`src/hdl/dsvm_pkg.sv`:
```
`timescale 1ns / 1ps
// ----------------------------------------------------------------------------
// dsvm_pkg
// shared constants and types for the dialogue stack vm core
// ----------------------------------------------------------------------------
package dsvm_pkg;

  localparam int STACK_LIMIT  = 128;
  localparam int STACK_DEPTH  = STACK_LIMIT + 1;
  localparam int SP_W         = $clog2(STACK_DEPTH + 1);
  localparam int SA_W         = $clog2(STACK_DEPTH);
  localparam int CODE_BYTES   = 65536;
  localparam int CA_W         = $clog2(CODE_BYTES);
  localparam int VAR_COUNT    = 256;
  localparam int VA_W         = $clog2(VAR_COUNT);
  localparam logic [31:0] EXIT_ADDRESS = 32'hFFFF_FFFF;

  localparam logic [3:0] OPN_CODE_WR = 4'd0;
  localparam logic [3:0] OPN_VAR_WR  = 4'd1;
  localparam logic [3:0] OPN_VAR_RD  = 4'd2;
  localparam logic [3:0] OPN_PUSH    = 4'd3;
  localparam logic [3:0] OPN_POP     = 4'd4;
  localparam logic [3:0] OPN_TOP     = 4'd5;
  localparam logic [3:0] OPN_ENTRY   = 4'd6;
  localparam logic [3:0] OPN_BEGIN   = 4'd7;
  localparam logic [3:0] OPN_STEP    = 4'd8;

  localparam logic [2:0] ST_NONE  = 3'd0;
  localparam logic [2:0] ST_EXIT  = 3'd1;
  localparam logic [2:0] ST_PICK  = 3'd2;
  localparam logic [2:0] ST_LINE  = 3'd3;
  localparam logic [2:0] ST_EVENT = 3'd4;
  localparam logic [2:0] ST_ABORT = 3'd5;

  localparam logic [7:0] OP_EOF  = 8'd0;
  localparam logic [7:0] OP_PUSH = 8'd1;
  localparam logic [7:0] OP_POP  = 8'd2;
  localparam logic [7:0] OP_DUP  = 8'd3;
  localparam logic [7:0] OP_LOAD = 8'd4;
  localparam logic [7:0] OP_STOR = 8'd5;
  localparam logic [7:0] OP_LAND = 8'd6;
  localparam logic [7:0] OP_LOR  = 8'd7;
  localparam logic [7:0] OP_LNOT = 8'd8;
  localparam logic [7:0] OP_ADD  = 8'd9;
  localparam logic [7:0] OP_SUB  = 8'd10;
  localparam logic [7:0] OP_MUL  = 8'd11;
  localparam logic [7:0] OP_DIV  = 8'd12;
  localparam logic [7:0] OP_NEG  = 8'd13;
  localparam logic [7:0] OP_EQU  = 8'd14;
  localparam logic [7:0] OP_NEQ  = 8'd15;
  localparam logic [7:0] OP_IEQV = 8'd16;
  localparam logic [7:0] OP_IEQK = 8'd17;
  localparam logic [7:0] OP_LEQ  = 8'd18;
  localparam logic [7:0] OP_LTH  = 8'd19;
  localparam logic [7:0] OP_GEQ  = 8'd20;
  localparam logic [7:0] OP_GTH  = 8'd21;
  localparam logic [7:0] OP_JMP  = 8'd22;
  localparam logic [7:0] OP_JZ   = 8'd23;
  localparam logic [7:0] OP_JNZ  = 8'd24;
  localparam logic [7:0] OP_SWT  = 8'd25;
  localparam logic [7:0] OP_PROP = 8'd26;
  localparam logic [7:0] OP_PICK = 8'd27;
  localparam logic [7:0] OP_LINE = 8'd28;
  localparam logic [7:0] OP_EVT  = 8'd29;

  typedef struct packed {
    logic       start;
    logic [5:0] sel;
    logic [63:0] a;
    logic [63:0] b;
  } alu_req_t;

  typedef struct packed {
    logic        done;
    logic [63:0] res;
  } alu_rsp_t;

  localparam logic [5:0] ALU_MUL = 6'd0;
  localparam logic [5:0] ALU_DIV = 6'd1;

endpackage

```
`src/hdl/dsvm_muldiv.sv`:
```
`timescale 1ns / 1ps
// ----------------------------------------------------------------------------
// dsvm_muldiv
// iterative 64-bit multiply (16 bits a cycle) and divide (one bit a cycle)
// ----------------------------------------------------------------------------
module dsvm_muldiv
  import dsvm_pkg::*;
(
  input  logic     clk,
  input  logic     rst_n,
  input  alu_req_t req,
  output alu_rsp_t rsp
);

  logic        busy_r, busy_nxt;
  logic        is_div_r, is_div_nxt;
  logic [6:0]  cnt_r, cnt_nxt;
  logic [63:0] a_r, a_nxt, b_r, b_nxt, acc_r, acc_nxt, rem_r, rem_nxt;
  logic        done_r, done_nxt;
  logic [64:0] trial;
  logic [63:0] shrem;
  logic [79:0] pp;

  always_comb begin
    busy_nxt = busy_r; is_div_nxt = is_div_r; cnt_nxt = cnt_r;
    a_nxt = a_r; b_nxt = b_r; acc_nxt = acc_r; rem_nxt = rem_r;
    done_nxt = 1'b0;
    shrem = {rem_r[62:0], a_r[63]};
    trial = {1'b0, shrem} - {1'b0, b_r};
    pp = {16'd0, a_r} * {64'd0, b_r[15:0]};
    if (req.start) begin
      busy_nxt = 1'b1; is_div_nxt = (req.sel == ALU_DIV);
      a_nxt = req.a; b_nxt = req.b; acc_nxt = '0; rem_nxt = '0;
      cnt_nxt = (req.sel == ALU_DIV) ? 7'd64 : 7'd4;
    end else if (busy_r) begin
      if (is_div_r) begin
        if (!trial[64]) begin
          rem_nxt = trial[63:0]; acc_nxt = {acc_r[62:0], 1'b1};
        end else begin
          rem_nxt = shrem; acc_nxt = {acc_r[62:0], 1'b0};
        end
        a_nxt = {a_r[62:0], 1'b0};
      end else begin
        acc_nxt = acc_r + pp[63:0];
        a_nxt = {a_r[47:0], 16'd0};
        b_nxt = {16'd0, b_r[63:16]};
      end
      cnt_nxt = cnt_r - 7'd1;
      if (cnt_r == 7'd1) begin
        busy_nxt = 1'b0; done_nxt = 1'b1;
      end
    end
  end

  always_ff @(posedge clk) begin
    if (!rst_n) begin
      busy_r <= 1'b0; done_r <= 1'b0;
    end else begin
      busy_r <= busy_nxt; done_r <= done_nxt;
    end
    is_div_r <= is_div_nxt; cnt_r <= cnt_nxt;
    a_r <= a_nxt; b_r <= b_nxt; acc_r <= acc_nxt; rem_r <= rem_nxt;
  end

  // divisor zero falls out of restoring division as all ones
  assign rsp.done = done_r;
  assign rsp.res  = acc_r;

endmodule

```
`config.mk`:
```
export PLATFORM = sky130hd
export DESIGN_NAME = dsvm_muldiv
export DESIGN_NICKNAME = d
export VERILOG_FILES = /design/src/hdl/dsvm_pkg.sv /design/src/hdl/dsvm_muldiv.sv
export SDC_FILE = /design/constraint.sdc
export NUM_CORES = 2
export LEC_CHECK = 0
export ABC_AREA = 1
export BUFFER_PORTS_ARGS = -buffer_cell sky130_fd_sc_hd__buf_2
export CORE_ASPECT_RATIO = 2
export CORE_MARGIN = 2
export CORE_UTILIZATION = 45
export DETAILED_ROUTE_END_ITERATION = 8
export SETUP_SLACK_MARGIN = 0.2
export SLEW_MARGIN = 20
export SYNTH_ARGS = -nofsm -noshare
export SYNTH_HDL_FRONTEND = slang
export SYNTH_SLANG_ARGS = --single-unit
```
`constraint.sdc`:
```
create_clock -name clk -period 7.1 [get_ports clk]
set_clock_uncertainty 0.1 [all_clocks]
set_input_delay 0.355 -clock clk [delete_from_list [all_inputs] [get_ports clk]]
set_output_delay 0.355 -clock clk [all_outputs]
set_load 0.005 [all_outputs]
```
==> results.tsv <==
metric	value	unit
status	complete, no violations	
DR top layer	met5	
Nets	8140	
Synth top area share	0.341	
routed vias	45500	
delay-heaviest family, CP	adder cells	
RSZ-0062 raised after global routing	true	
clock latency on the worst-skew pair	640	ps
routed wl met3	14100	um
Critical Path Max Stage Delay	570	ps
Worst Path Buf+Inv	10	
routed wl met2	111000	um
DR vias/cell	5.40	
fmax	147	MHz
syn_area_per_cell	7.10	sq um
final hold vios	0	
commonest non-fill, non-tap cells in the layout	nand2_1 (1874), inv_1 (1790), fa_1 (815)	
Seq cells post-synth	265	
row cnt	169	
initial antenna violation count	27	
width of the die	234	um
DRT met1 WL	59600	um
Critical Path Slowest Stage Cell	fa_1	
hold depth	3	
largest net degree at the start of global routing	71	
Worst-path clk slew	70	ps
number of CTS-inserted buffers	35	
first-pass GRT wire length	313000	um
CTS H-tree depth	2	
initial detailed-routing violation count	2899	
DRC Markers	0	
post-layout util	0.513	
CP most frequent cell	inv_1	
largest area contributor in the netlist	fa_1	
PortBufs	201	
GRT overflow	0	
Syn Inst Count	6730	
clock buffer depth	3	
Worst R2R End	acc_r[44]	
Hold WS	9.92	ps
mapped cell area	47800	sq um
final setup vio count	0	
gr usage total	0.406	
Top FF cell, synth	edfxtp_1	
area of the die	109000	sq um
cells on worst reg2reg path	27	
Worst Path Arrival	7150	ps
Starting Density	0.452	
R2R setup slack	300	ps
synth top area cells	fa_1 (34%), nand2_1 (15%), inv_1 (14%), edfxtp_1 (8.5%), dfxtp_1 (5.4%)	
CTS sink cnt	265	
number of global-route vias before repair	49200	
worst hold start	req[46]	
DP HPWL	173000	um
most common cell after layout, fill and taps aside	nand2_1	
Syn Nets	7849	
crit share post-route	0.958	
max_cap viols	0	
Slew Limit Fails	0	
Antenna Nets Post-Route	0	
CTS Root Cell	clkbuf_16	
Post-synth EDFFs	136	
final wirelength	216000	um
Area growth, synth to finish	13.4	%
GP Congestion	1.07	
number of synthesis warnings	0	
CP max FO	13	
crit path time final	6800	ps
Setup CP Type	flip-flop to flip-flop	
Least-Margin Pin Slew	1120	ps
CTS tree	done	
sequential cell area fraction in the yosys report	0.139	
CP startpoint kind	flip-flop	
mean routed wirelength per cell	25.6	um
Distinct cells, synth	49	
layout cells sized above 1	0.0908	
Slew HR	0.250	
ys async rst share	0	
setup_tns	0	ps
total iterations of the first detailed-routing run	8	
I/O Pins	202	
Hold Crit Endpoint	b_r[46]	
Crit. End Element	flip-flop	
Hold Crit Class	input port to flip-flop	
worst r2r src	b_r[1]	
core area	106000	sq um
WP data required	7450	ps
Die Y	465	um
WP depth	27	
==> worst max path at each step <==
| stage | slack [ps] | endpoint | startpoint |
|---|---|---|---|
| after floorplan | 1160 | acc_r[47] | b_r[5] |
| after global routing | 110 | acc_r[44] | a_r[25] |
| after CTS | 220 | acc_r[44] | b_r[1] |
| final | 300 | acc_r[44] | b_r[1] |
| after global placement | 100 | acc_r[44] | a_r[28] |
| after detailed placement | 70 | acc_r[44] | a_r[33] |
==> cells in the mapped netlist, drive strengths merged (3+ instances only) <==
| library cell | count |
|---|---|
| nand4 | 39 |
| nor3 | 22 |
| nor2 | 373 |
| clkbuf | 241 |
| xor2 | 56 |
| xnor2 | 5 |
| o21ai | 295 |
| or2 | 4 |
| a21oi | 385 |
| a21boi | 3 |
| ha | 167 |
| nand2 | 1887 |
| o21a | 5 |
| buf | 70 |
| nand3b | 26 |
| inv | 1809 |
| a21o | 4 |
| o21bai | 18 |
| fa | 815 |
| edfxtp | 136 |
| a31oi | 5 |
| dfxtp | 129 |
| o22ai | 11 |
| nor4 | 7 |
| o211ai | 12 |
| nand3 | 198 |
| and3 | 3 |
==> sequential cells by signal (all words and copies together), names as in the netlist <==
name	flops
a_r	64
acc_r	64
b_r	64
busy_r	1
cnt_r	7
done_r	1
is_div_r	1
rem_r	63
==> cell families after synthesis <==
kind of cell / share of synthesized area
AOI/OAI and AO/OA: 0.0818
xor gates and xnor gates: 0.0112
adders and majority gates: 0.385
buffers and inverters: 0.168
DFF: 0.139
and+or+nand+nor: 0.214
==> per-stage QoR <==
stage,instances,setup WS [ps],cell area [sq um]
after floorplan,6730,1160,47800
after global placement,8238,101,51700
after detailed placement,8238,70.4,51700
after CTS,8392,224,53800
after global routing,8426,113,54200
final,8437,296,54200
==> routing by layer <==
metal / track usage / vias up
met5: 0.00597 / -
met4: 0.466 / 8
met2: 0.719 / 2232
met3: 0.0989 / 1239
li1: - / 20200
met1: 0.336 / 21800
==> repair_timing <==
item | CTS | global route
endpoints found under the setup margin | 5 | 28
buffers inserted | 10 | 20
resized for setup | 3 | 36
pin swaps | 0 | 2
gates cloned | 0 | 3
hold buffers | 81 | 0
endpoints found under the hold margin | 81 | 0
==> area by class of cell <==
cell class,count,area (sq um)
Fill cell,10800,51500
Multi-Input combinational cell,4343,33200
Clock buffer,43,936
Timing Repair Buffer,565,4590
Inverter,1811,6800
Clock inverter,20,236
Tap cell,1368,1710
Antenna cell,22,55.1
Sequential cell,265,6670
==> tightest hold or removal path, cell delays in order <==
cell and delay [ps]:
buf_2 140, nand2_1 60, o21ai_0 60
Power is left out: the tool's default activity adds up to more than one toggle a clock period on the data nets, which glitch-free logic cannot reach.
